File: src/rtl/chrl_pkg.sv
// ----------------------------------------------------------------------------
// chrl_pkg
// Shared types and constants for the consistent hash ring lookup core.
// ----------------------------------------------------------------------------
package chrl_pkg;
   localparam int MaxEntriesDefault = 4096;
   localparam int MaxServersDefault = 32;
   localparam int HashW = 32;
   localparam int SrvW = 5;

   localparam logic [1:0] FUNC_CLEAR  = 2'd0;
   localparam logic [1:0] FUNC_INSERT = 2'd1;
   localparam logic [1:0] FUNC_LOOKUP = 2'd2;

   localparam logic [1:0] ST_OK   = 2'd0;
   localparam logic [1:0] ST_NONE = 2'd1;
   localparam logic [1:0] ST_FULL = 2'd2;

   localparam logic [1:0] CSR_FAILOVER  = 2'd0;
   localparam logic [1:0] CSR_ALIVE     = 2'd1;
   localparam logic [1:0] CSR_RECONNECT = 2'd2;

   typedef struct packed {
      logic [1:0]       func;
      logic [HashW-1:0] hash_word;
      logic [SrvW-1:0]  server_index;
      logic             liveness_req;
   } req_type;

   typedef struct packed {
      logic [1:0]      status;
      logic [SrvW-1:0] found_server;
   } rsp_type;

   // datapath commands
   typedef enum logic [3:0] {
      CMD_NOP, CMD_LOAD, CMD_CLEAR, CMD_SRCH_INIT, CMD_SRCH_RD, CMD_SRCH_STEP,
      CMD_SHIFT_RD, CMD_SHIFT_WR, CMD_PUT, CMD_LK_RD, CMD_LK_ORIG,
      CMD_WALK_RD, CMD_WALK_CHK
   } cmd_type;

   typedef struct packed {
      logic srch_done;
      logic empty;
      logic full;
      logic bad_server;
      logic shift_done;
      logic orig_ok;
      logic walk_hit;
      logic walk_done;
      logic failover;
      logic recon_orig;
   } stat_type;
endpackage

File: src/rtl/chrl_ctrl.sv
// ----------------------------------------------------------------------------
// chrl_ctrl
// Sequencer for clear, insert and lookup requests; owns the response register.
// ----------------------------------------------------------------------------
module chrl_ctrl
   import chrl_pkg::*;
(
   input  logic            clock,
   input  logic            reset,
   input  logic            req_valid,
   output logic            req_ready,
   input  req_type         req,
   output logic            rsp_valid,
   input  logic            rsp_ready,
   output rsp_type         rsp,
   output cmd_type         cmd,
   input  stat_type        stat,
   input  logic [SrvW-1:0] sel_server
);
   typedef enum logic [3:0] {
      S_IDLE, S_DISPATCH, S_SRD, S_SSTEP, S_SHRD, S_SHWR, S_LKRD, S_LKORIG,
      S_WRD, S_WCHK, S_RESP
   } state_type;

   state_type state_ff, state_in;
   logic [1:0] func_ff, func_in;
   rsp_type rsp_ff, rsp_in;
   logic rv_ff, rv_in;

   assign req_ready = (state_ff == S_IDLE) && !rv_ff;
   assign rsp_valid = rv_ff;
   assign rsp = rsp_ff;

   always_comb begin
      state_in = state_ff;
      func_in = func_ff;
      rsp_in = rsp_ff;
      rv_in = rv_ff && !rsp_ready;
      cmd = CMD_NOP;
      case (state_ff)
         S_IDLE: begin
            if (req_valid && req_ready) begin
               cmd = CMD_LOAD;
               func_in = req.func;
               state_in = S_DISPATCH;
            end
         end
         S_DISPATCH: begin
            rsp_in = '{status: ST_OK, found_server: '0};
            state_in = S_RESP;
            case (func_ff)
               FUNC_CLEAR: cmd = CMD_CLEAR;
               FUNC_INSERT: begin
                  if (stat.bad_server) rsp_in.status = ST_NONE;
                  else if (stat.full) rsp_in.status = ST_FULL;
                  else begin
                     cmd = CMD_SRCH_INIT;
                     state_in = S_SRD;
                  end
               end
               FUNC_LOOKUP: begin
                  if (stat.empty) rsp_in.status = ST_NONE;
                  else begin
                     cmd = CMD_SRCH_INIT;
                     state_in = S_SRD;
                  end
               end
               default: ;
            endcase
         end
         S_SRD: begin
            if (stat.srch_done) begin
               state_in = (func_ff == FUNC_INSERT) ? S_SHRD : S_LKRD;
            end else begin
               cmd = CMD_SRCH_RD;
               state_in = S_SSTEP;
            end
         end
         S_SSTEP: begin
            cmd = CMD_SRCH_STEP;
            state_in = S_SRD;
         end
         S_SHRD: begin
            if (stat.shift_done) begin
               cmd = CMD_PUT;
               rsp_in = '{status: ST_OK, found_server: '0};
               state_in = S_RESP;
            end else begin
               cmd = CMD_SHIFT_RD;
               state_in = S_SHWR;
            end
         end
         S_SHWR: begin
            cmd = CMD_SHIFT_WR;
            state_in = S_SHRD;
         end
         S_LKRD: begin
            cmd = CMD_LK_RD;
            state_in = S_LKORIG;
         end
         S_LKORIG: begin
            cmd = CMD_LK_ORIG;
            state_in = S_RESP;
            if (stat.orig_ok) begin
               rsp_in = '{status: ST_OK, found_server: sel_server};
            end else if (stat.failover) begin
               state_in = S_WRD;
            end else begin
               state_in = S_WCHK;
            end
         end
         S_WRD: begin
            if (stat.walk_done) begin
               rsp_in = '{status: ST_NONE, found_server: '0};
               state_in = S_RESP;
            end else begin
               cmd = CMD_WALK_RD;
               state_in = S_WCHK;
            end
         end
         S_WCHK: begin
            // no failover: origin must reconnect
            if (!stat.failover) begin
               if (stat.recon_orig) rsp_in = '{status: ST_OK, found_server: sel_server};
               else rsp_in = '{status: ST_NONE, found_server: '0};
               state_in = S_RESP;
            end else begin
               cmd = CMD_WALK_CHK;
               if (stat.walk_hit) begin
                  rsp_in = '{status: ST_OK, found_server: sel_server};
                  state_in = S_RESP;
               end else begin
                  state_in = S_WRD;
               end
            end
         end
         S_RESP: begin
            if (!rv_ff) begin
               rv_in = 1'b1;
               state_in = S_IDLE;
            end
         end
         default: state_in = S_IDLE;
      endcase
   end

   always_ff @(posedge clock) begin
      if (reset) begin
         state_ff <= S_IDLE;
         rv_ff <= 1'b0;
      end else begin
         state_ff <= state_in;
         rv_ff <= rv_in;
      end
      func_ff <= func_in;
      rsp_ff <= rsp_in;
   end
endmodule

File: config.mk
export PLATFORM = sky130hd
export DESIGN_NAME = chrl_ctrl
export DESIGN_NICKNAME = d
export VERILOG_FILES = /design/src/rtl/chrl_pkg.sv /design/src/rtl/chrl_ctrl.sv
export SDC_FILE = /design/constraint.sdc
export NUM_CORES = 1
export LEC_CHECK = 0
export BUFFER_PORTS_ARGS = -buffer_cell sky130_fd_sc_hd__buf_2
export CAP_MARGIN = 10
export CORE_MARGIN = 2
export CORE_UTILIZATION = 45
export CTS_CLUSTER_DIAMETER = 80
export DETAILED_ROUTE_END_ITERATION = 10
export GPL_ROUTABILITY_DRIVEN = 0
export PLACE_DENSITY = 0.86
export RECOVER_POWER = 25
export SYNTH_ARGS = -nofsm -noshare
export SYNTH_HDL_FRONTEND = slang
export SYNTH_SLANG_ARGS = --single-unit
File: constraint.sdc
create_clock -name clock -period 2.75 [get_ports clock]
set_input_delay 0.275 -clock clock [delete_from_list [all_inputs] [get_ports clock]]
set_output_delay 0.275 -clock clock [all_outputs]
set_load 0.02 [all_outputs]
==> reports/metrics.json, run 1 <==
{
  "clock_tree.htree_level_count": {"value": 1},
  "cellInternalPower": {"value": 0.674, "unit": "mW"},
  "grt_start_max_net_pins": {"value": 20},
  "powerDensity": {"value": 1010, "unit": "nW/um^2"},
  "grt_pass1_vias": {"value": 1003},
  "setup_viol": {"value": 0},
  "power_frac_clock": {"value": 0.094},
  "hold_path_depth": {"value": 1},
  "timing.critical_path.arrival": {"value": 2.22, "unit": "ns"},
  "pwr-share-seq": {"value": 0.338},
  "required": {"value": 2.67, "unit": "ns"},
  "clk-insertion-delay-late": {"value": 0.28, "unit": "ns"},
  "outcome": {"value": "finished clean"},
  "syn2layout_area_growth": {"value": 17.1, "unit": "%"},
  "swShare": {"value": 0.476},
  "initial_core_util": {"value": 0.482},
  "drive_gt1_frac": {"value": 0.265},
  "asyncSetResetFlopFracSynth": {"value": 0},
  "fp.dieW": {"value": 53.1, "unit": "microns"},
  "switchingPower": {"value": 0.612, "unit": "mW"},
  "tritoncts_num_sinks": {"value": 14},
  "die_height": {"value": 53.1, "unit": "microns"},
  "cts_max_path_buffers": {"value": 2},
  "grt_first_pass_wirelength": {"value": 4190, "unit": "microns"},
  "clock_pin_transition_on_the_worst_setup_and_hold_timing_paths": {"value": 0.08, "unit": "ns"},
  "worst-path-stages": {"value": 4},
  "synth_top_cells_by_area": {"value": "edfxtp_1, dfxtp_1, ha_1, nand2_1, nor2_1"},
  "synthesis.area": {"value": 1090, "unit": "sq um"},
  "timing_worst_slew_pin_value": {"value": 0.680, "unit": "ns"},
  "ys_seq_elements": {"value": 14},
  "grt_setup_unrepaired": {"value": "false"},
  "finish.net_count": {"value": 220},
  "timing.final.hold_violations": {"value": 0},
  "place.detailed.hpwl": {"value": 1890, "unit": "microns"},
  "globalRoute.totalOverflow": {"value": 0},
  "fmax": {"value": 436, "unit": "MHz"},
  "ioPinCount": {"value": 72},
  "skew": {"value": 0.00293, "unit": "ns"},
  "timing.final.ws_setup": {"value": 0.458, "unit": "ns"},
  "drcViolationCount": {"value": 0},
  "worst-path-max-fanout": {"value": 19},
  "ff2ff_path_depth": {"value": 4},
  "std_cell_rows": {"value": 17},
  "cts_root_buf": {"value": "clkbuf_4"},
  "num_antenna_cells": {"value": 0},
  "critical-path-max-stage-delay": {"value": 0.76, "unit": "ns"},
  "period_minus_slack": {"value": 2.29, "unit": "ns"},
  "netlist.area_leader.share": {"value": 0.249},
  "cts_hold_buf": {"value": 0},
  "startpoint_type": {"value": "flop"},
  "slew_headroom": {"value": 0.547},
  "syn_nets": {"value": 187},
  "commonest_cells_after_routing_fill_and_taps_aside": {"value": "buf_2, nand2_1, nor2_1"},
  "timing.max_cap.violations": {"value": 0},
  "grt_util_overall": {"value": 0.200},
  "critical_path.n_buffers_inverters": {"value": 0},
  "num_vias": {"value": 1033},
  "worstHoldPathType": {"value": "in2reg"},
  "overall_die_area": {"value": 2820, "unit": "sq um"},
  "drtPass1Iterations": {"value": 4},
  "post_cts_buffers": {"value": 0},
  "synth_enable_flop_cells": {"value": 9},
  "cts-buffers-inserted": {"value": 3},
  "place_inst": {"value": 179},
  "synth_sequential_area_ratio": {"value": 0.341},
  "report.power.total": {"value": 1.29, "unit": "mW"},
  "worst_ir_drop_on_vdd": {"value": 0.000673, "unit": "V"},
  "fin_cells": {"value": 183},
  "p_leak": {"value": 0.526, "unit": "nW"},
  "setup.worst_path.class": {"value": "reg2reg"},
  "totalNegativeSetupSlack": {"value": 0, "unit": "ns"},
  "drt-total-wl": {"value": 2450, "unit": "microns"},
  "number_of_antenna_violations_at_the_first_check_in_global_routing": {"value": 0},
  "slowest_cell_on_the_critical_path": {"value": "dfxtp_1"},
  "fin_util": {"value": 0.564},
  "synthesis.instances": {"value": 123},
  "yosys.cell_types.count": {"value": 43},
  "cts_tree": {"value": "built"},
  "worst_path_dominant_cell_family": {"value": "flip-flops"},
  "placement.setup.worst_slack": {"value": 0.501, "unit": "ns"},
  "port-buffer-count": {"value": 33},
  "worstSetupEndpointType": {"value": "flop"},
  "detailedRoute.firstIterationViolations": {"value": 30},
  "post_cts_resize_count": {"value": 0},
  "layout_worst_path_cycle_share": {"value": 0.833},
  "yosys_most_used_dff": {"value": "edfxtp_1"},
  "via_per_inst": {"value": 5.64},
  "post-synth-top-area-cell": {"value": "edfxtp_1"},
  "synth-warning-count": {"value": 0},
  "route.antenna.remaining_nets": {"value": 0},
  "p_comb_frac": {"value": 0.567},
  "path_cells": {"value": "and2b_1, nand2b_1, o21ai_0, a221oi_2"},
  "report.final.slew_viol_count": {"value": 0},
  "layout_commonest_cell": {"value": "buf_2"},
  "avgRoutedWirePerCell": {"value": 13.4, "unit": "microns"},
  "core_area": {"value": 2250, "unit": "sq um"},
  "mapped_avg_cell_area": {"value": 8.83, "unit": "sq um"}
}
## layer usage
layer	vias to the layer above	wire, microns	global-route usage
met3	9	250	0.0734
met1	452	1020	0.241
met2	59	1140	0.333
met5	-	0	0
met4	0	33	0.0556
li1	513	-	-
## power by group through the flow
stage / Combinational (mW) / Sequential, mW / Clock [mW]
floorplan: 0.548 / 0.446 / 0
global placement: 0.721 / 0.431 / 0
detailed placement: 0.742 / 0.436 / 0
CTS: 0.746 / 0.431 / 0.125
global route: 0.805 / 0.452 / 0.136
finish: 0.730 / 0.435 / 0.121
## cell usage after synthesis, drive strengths merged, types with 2 or more instances
master,instances
nor2b,2
nor2,12
ha,5
nand2b,6
a31oi,4
and2b,2
a221oi,2
a21boi,2
inv,6
nor4,2
nand2,11
nand3,2
edfxtp,9
a32oi,2
nor3,4
buf,7
a21oi,7
and2,5
dfxtp,5
o21ai,9
nand3b,2
## flip-flops by register name (all words and copies together), names as in the netlist
| register | count |
|---|---|
| func_ff | 2 |
| rsp | 7 |
| rsp_valid | 1 |
| state_ff | 4 |
## final cells by class
type / instances / area (sq um)
clock buffers: 3 / 22.5
clock inverters: 1 / 3.75
fillers: 230 / 983
inverters: 6 / 22.5
multi-input cells: 96 / 646
flip-flops and latches: 14 / 370
well taps: 28 / 35.0
repair buffers: 35 / 171
## kinds of logic (layout without fill, tap and decap cells)
family | after synthesis | count (layout) | share of synthesized area
AOI/OAI and AO/OA | 33 | 33 | 0.218
DFF | 14 | 14 | 0.341
xor gates and xnor gates | 2 | 2 | 0.0161
adders and majority gates | 5 | 5 | 0.0576
muxes | 1 | 1 | 0.0104
buffers and inverters | 13 | 45 | 0.0645
and+or+nand+nor | 55 | 55 | 0.293
## worst register-to-register path, cell delays in order, from the launching register on
cell and delay, ns:
dfxtp_1 0.76, and2b_1 0.34, nand2b_1 0.10, o21ai_0 0.10, a221oi_2 0.63
## final timing paths
kind | start | to | slack (ns)
hold / removal | req[38] | func_ff[0] | 0.16
hold reg to reg | rsp_valid | rsp_valid | 0.53
setup / recovery | state_ff[2] | rsp[3] | 0.46
setup reg to reg | state_ff[2] | rsp[3] | 0.46
## metrics by stage
| stage | hold WS [ns] | instance area [sq um] |
|---|---|---|
| floorplan | 0.342 | 1090 |
| global placement | 0.451 | 1250 |
| detailed placement | 0.456 | 1250 |
| CTS | 0.156 | 1280 |
| global route | 0.153 | 1270 |
| finish | 0.161 | 1270 |
Power figures use the tool's default switching activity.
==> run 2: changes to the inputs <==
ABC_AREA = 1   (was unset)
CORE_UTILIZATION = 36   (was 45)
PLACE_DENSITY = 0.76   (was 0.86)
clock period = 2.1 ns   (was 2.75 ns; I/O delays follow)
==> run 2 against run 1 <==
- wire length decreased by 9.9%
- critical endpoint is now cmd[0]
- critical path type is now reg2out
- flip-flop and latch count unchanged
- non-clock buffer count shrank 1
==> reports/metrics.json, run 2 <==
{
  "outcome": {"value": "finished clean"},
  "ys_seq_elements": {"value": 14, "change": "unchanged"},
  "post-synth-top-area-cell": {"value": "edfxtp_1"},
  "synthesized_area_fraction_occupied_by_and_or_nand_nor_cells": {"value": 0.402, "change": "+0.110"},
  "synth.area.mux_share": {"value": 0, "change": "-0.0104"},
  "synth_top_cells_by_area": {"value": "edfxtp_1, nand2_1, dfxtp_1, nand3_1, inv_1"},
  "std_cell_rows": {"value": 19, "change": "+2"},
  "ioPinCount": {"value": 72, "change": "unchanged"},
  "setup.worst_path.class": {"value": "reg2out"},
  "grt_first_pass_wirelength": {"value": 3420, "unit": "microns", "change": "-18%"},
  "initial_core_util": {"value": 0.373, "change": "-0.109"},
  "largest_family_of_logic_cells_by_synthesized_area": {"value": "simple AND/OR/NAND/NOR gates"},
  "clock_pin_transition_on_the_worst_setup_and_hold_timing_paths": {"value": 0.08, "unit": "ns", "change": "about the same"},
  "fp.dieW": {"value": 57.0, "unit": "microns", "change": "+7.3%"},
  "setup.reg_to_reg.worst_slack": {"value": 0.36, "unit": "ns", "change": "-0.10 ns"},
  "num_antenna_cells": {"value": 0, "change": "unchanged"},
  "worst_path_dominant_cell_family": {"value": "simple AND/OR/NAND/NOR gates"},
  "synth_enable_flop_cells": {"value": 9, "change": "unchanged"},
  "route.antenna.remaining_nets": {"value": 0, "change": "unchanged"},
  "setup_viol": {"value": 0, "change": "unchanged"},
  "asyncSetResetFlopFracSynth": {"value": 0, "change": "unchanged"},
  "drt-total-wl": {"value": 2210, "unit": "microns", "change": "-9.9%"},
  "synthesis.area": {"value": 1010, "unit": "sq um", "change": "-6.9%"},
  "grt_util_overall": {"value": 0.136, "change": "-0.0646"},
  "cts_root_buf": {"value": "clkbuf_4"},
  "worstHoldPathType": {"value": "in2reg"},
  "netlist.area_leader.share": {"value": 0.267, "change": "+0.0185"},
  "via_per_inst": {"value": 4.85, "change": "-14%"},
  "timing_worst_slew_pin_value": {"value": 0.373, "unit": "ns", "change": "-0.306 ns"},
  "totalNegativeSetupSlack": {"value": 0, "unit": "ns", "change": "unchanged"},
  "startpoint_type": {"value": "flop"},
  "placement.setup.worst_slack": {"value": 0.392, "unit": "ns", "change": "-0.110 ns"},
  "synthesis.instances": {"value": 140, "change": "+14%"},
  "critical_path.n_buffers_inverters": {"value": 3, "change": "+3"},
  "timing.critical_path.arrival": {"value": 1.70, "unit": "ns", "change": "-0.52 ns"},
  "p_leak": {"value": 0.603, "unit": "nW", "change": "+15%"},
  "slew_headroom": {"value": 0.751, "change": "+0.204"},
  "synth-compound-area-share": {"value": 0.0730, "change": "-0.145"},
  "crit-reg2reg-capture": {"value": "rsp[1]"},
  "number_of_antenna_violations_at_the_first_check_in_global_routing": {"value": 0, "change": "unchanged"},
  "syn_nets": {"value": 204, "change": "+9.1%"},
  "worstReg2RegStart": {"value": "state_ff[1]"},
  "finish.net_count": {"value": 242, "change": "+10%"},
  "layout_commonest_cell": {"value": "nand2_1"},
  "port-buffer-count": {"value": 33, "change": "unchanged"},
  "largest_reg_flops": {"value": 7, "change": "unchanged"},
  "cts-buffers-inserted": {"value": 3, "change": "unchanged"},
  "synth-warning-count": {"value": 0, "change": "unchanged"},
  "path_cells": {"value": "inv_2, nor2_1, nand2_1, nand2_1, inv_1, nand4_1, buf_2"},
  "tritoncts_num_sinks": {"value": 14, "change": "unchanged"},
  "holdCritStartpoint": {"value": "rsp_ready"},
  "drtPass1Iterations": {"value": 4, "change": "unchanged"},
  "drcViolationCount": {"value": 0, "change": "unchanged"},
  "yosys_most_used_dff": {"value": "edfxtp_1"},
  "period_minus_slack": {"value": 1.91, "unit": "ns"},
  "grt_start_max_net_pins": {"value": 11, "change": "-45%"},
  "core_area": {"value": 2710, "unit": "sq um", "change": "+20%"},
  "hold_path_depth": {"value": 2, "change": "+1"},
  "worst-path-max-fanout": {"value": 8, "change": "-11"},
  "clk-insertion-delay-late": {"value": 0.28, "unit": "ns", "change": "about the same"},
  "mapped_avg_cell_area": {"value": 7.22, "unit": "sq um", "change": "-18%"},
  "slowest_cell_on_the_critical_path": {"value": "dfxtp_1"},
  "post_cts_buffers": {"value": 0, "change": "unchanged"},
  "cts_max_path_buffers": {"value": 2, "change": "unchanged"},
  "detailedRoute.firstIterationViolations": {"value": 47, "change": "+57%"},
  "grt_pass1_vias": {"value": 865, "change": "-14%"},
  "timing.max_cap.violations": {"value": 0, "change": "unchanged"},
  "timing.final.hold_violations": {"value": 0, "change": "unchanged"},
  "num_vias": {"value": 1008, "change": "-2.4%"},
  "grt_setup_unrepaired": {"value": "false"},
  "powerDensity": {"value": 1250, "unit": "nW/um^2", "change": "+24%"},
  "worst_ir_drop_on_vdd": {"value": 0.000721, "unit": "V", "change": "+7.2%"},
  "die_height": {"value": 57.0, "unit": "microns", "change": "+7.3%"},
  "worst-path-stages": {"value": 7, "change": "+3"},
  "report.final.slew_viol_count": {"value": 0, "change": "unchanged"},
  "drive_gt1_frac": {"value": 0.299, "change": "+0.0349"},
  "avgRoutedWirePerCell": {"value": 10.6, "unit": "microns", "change": "-21%"},
  "fmax": {"value": 523, "unit": "MHz"},
  "clock_tree.htree_level_count": {"value": 1, "change": "unchanged"},
  "place.detailed.hpwl": {"value": 1760, "unit": "microns", "change": "-7.1%"},
  "worstSetupEndpointType": {"value": "primary output"},
  "hold_end": {"value": "rsp_valid"},
  "globalRoute.totalOverflow": {"value": 0, "change": "unchanged"},
  "skew": {"value": 0.00100, "unit": "ns", "change": "-0.00193 ns"},
  "cts_tree": {"value": "built"},
  "yosys.cell_count.top_type": {"value": "nand2_1"},
  "timing.final.ws_setup": {"value": 0.188, "unit": "ns", "change": "-0.270 ns"},
  "post_cts_resize_count": {"value": 0, "change": "unchanged"},
  "commonest_cells_after_routing_fill_and_taps_aside": {"value": "nand2_1, buf_2, inv_1, nor2_1, nand3_1"},
  "critical-path-max-stage-delay": {"value": 0.55, "unit": "ns", "change": "-0.21 ns"},
  "required": {"value": 1.89, "unit": "ns", "change": "-0.78 ns"},
  "synth_sequential_area_ratio": {"value": 0.366, "change": "+0.0253"},
  "ff2ff_path_depth": {"value": 7, "change": "+3"},
  "yosys.cell_types.count": {"value": 23, "change": "-47%"},
  "syn2layout_area_growth": {"value": 22.9, "unit": "%"},
  "adder_cell_share_of_the_synthesized_area": {"value": 0.0619, "change": "+0.00428"},
  "synth_top_cells_by_count": {"value": "nand2_1, inv_1, nor2_1"},
  "timing.critical_path.mode_cell": {"value": "nand2_1"},
  "cts_hold_buf": {"value": 0, "change": "unchanged"},
  "overall_die_area": {"value": 3250, "unit": "sq um", "change": "+15%"},
  "layout_worst_path_cycle_share": {"value": 0.910},
  "fraction_of_synthesized_cell_area_in_xor_and_xnor_cells": {"value": 0, "change": "-0.0161"}
}
run 2: changes by cell type in the layout (fill, tap and decap cells not counted), sizes merged, moves of 3 or more:
cell,delta
nand4,+3
nand2,+24
nand3,+13
a31oi,-4
inv,+18
a21oi,-4
nand2b,-6
nor3,-3
nor2,+13
and2,-5
run 2: cells by family after synthesis:
group / count (synthesis)
buffers and inverters: 25
flip-flops: 14
adder cells (fa/ha/maj): 5
AND/OR/NAND/NOR: 83
AO/OA/AOI/OAI: 13
run 2: worst register-to-register path, delay by kind of cell, from the launching register on:
family | cells | cell delay [ns]
flops | 1 | 0.55
simple gates | 5 | 0.62
buf+inv | 2 | 0.30
run 2: area by class of cell:
type                       instances  area, sq um
clock buffer                       4         36.3
fill                             300         1470
inverter                          24         90.1
multi-input combinational        101          543
sequential                        14          370
tap                               31         38.8
timing repair buffer              34          164
run 2: metal layers:
metal  share of wire  track usage  up-vias
li1                -            -      527
met1            0.45        0.179      417
met2            0.43        0.217       59
met3           0.092       0.0204        5
met4           0.021       0.0698        0
met5               0            0        -
run 2: report_power, final:
group	internal (mW)	switching [mW]
Sequential	0.424	0.0830
Clock	0.106	0.0892
Combinational	0.282	0.573
Total	0.811	0.745
run 2: how the worst max path moves through the flow:
stage | start | end
2_1_floorplan | state_ff[2] | rsp[0]
3_3_place_gp | state_ff[1] | rsp[1]
3_5_place_dp | state_ff[1] | rsp[4]
4_1_cts | state_ff[3] | cmd[1]
5_1_grt | state_ff[1] | cmd[2]
6_report | state_ff[1] | cmd[0]
run 2: per-stage QoR:
step                       util  instances  total power, mW  hold WS, ns  cell area, sq um
after floorplan               -        140             1.15        0.277              1010
final                     0.458        208             1.56       0.0937              1240
after global routing      0.458        208             1.68       0.0833              1240
after CTS                 0.462        208             1.59       0.0853              1250
after global placement    0.448        204             1.37        0.387              1210
after detailed placement  0.448        204             1.38        0.391              1210
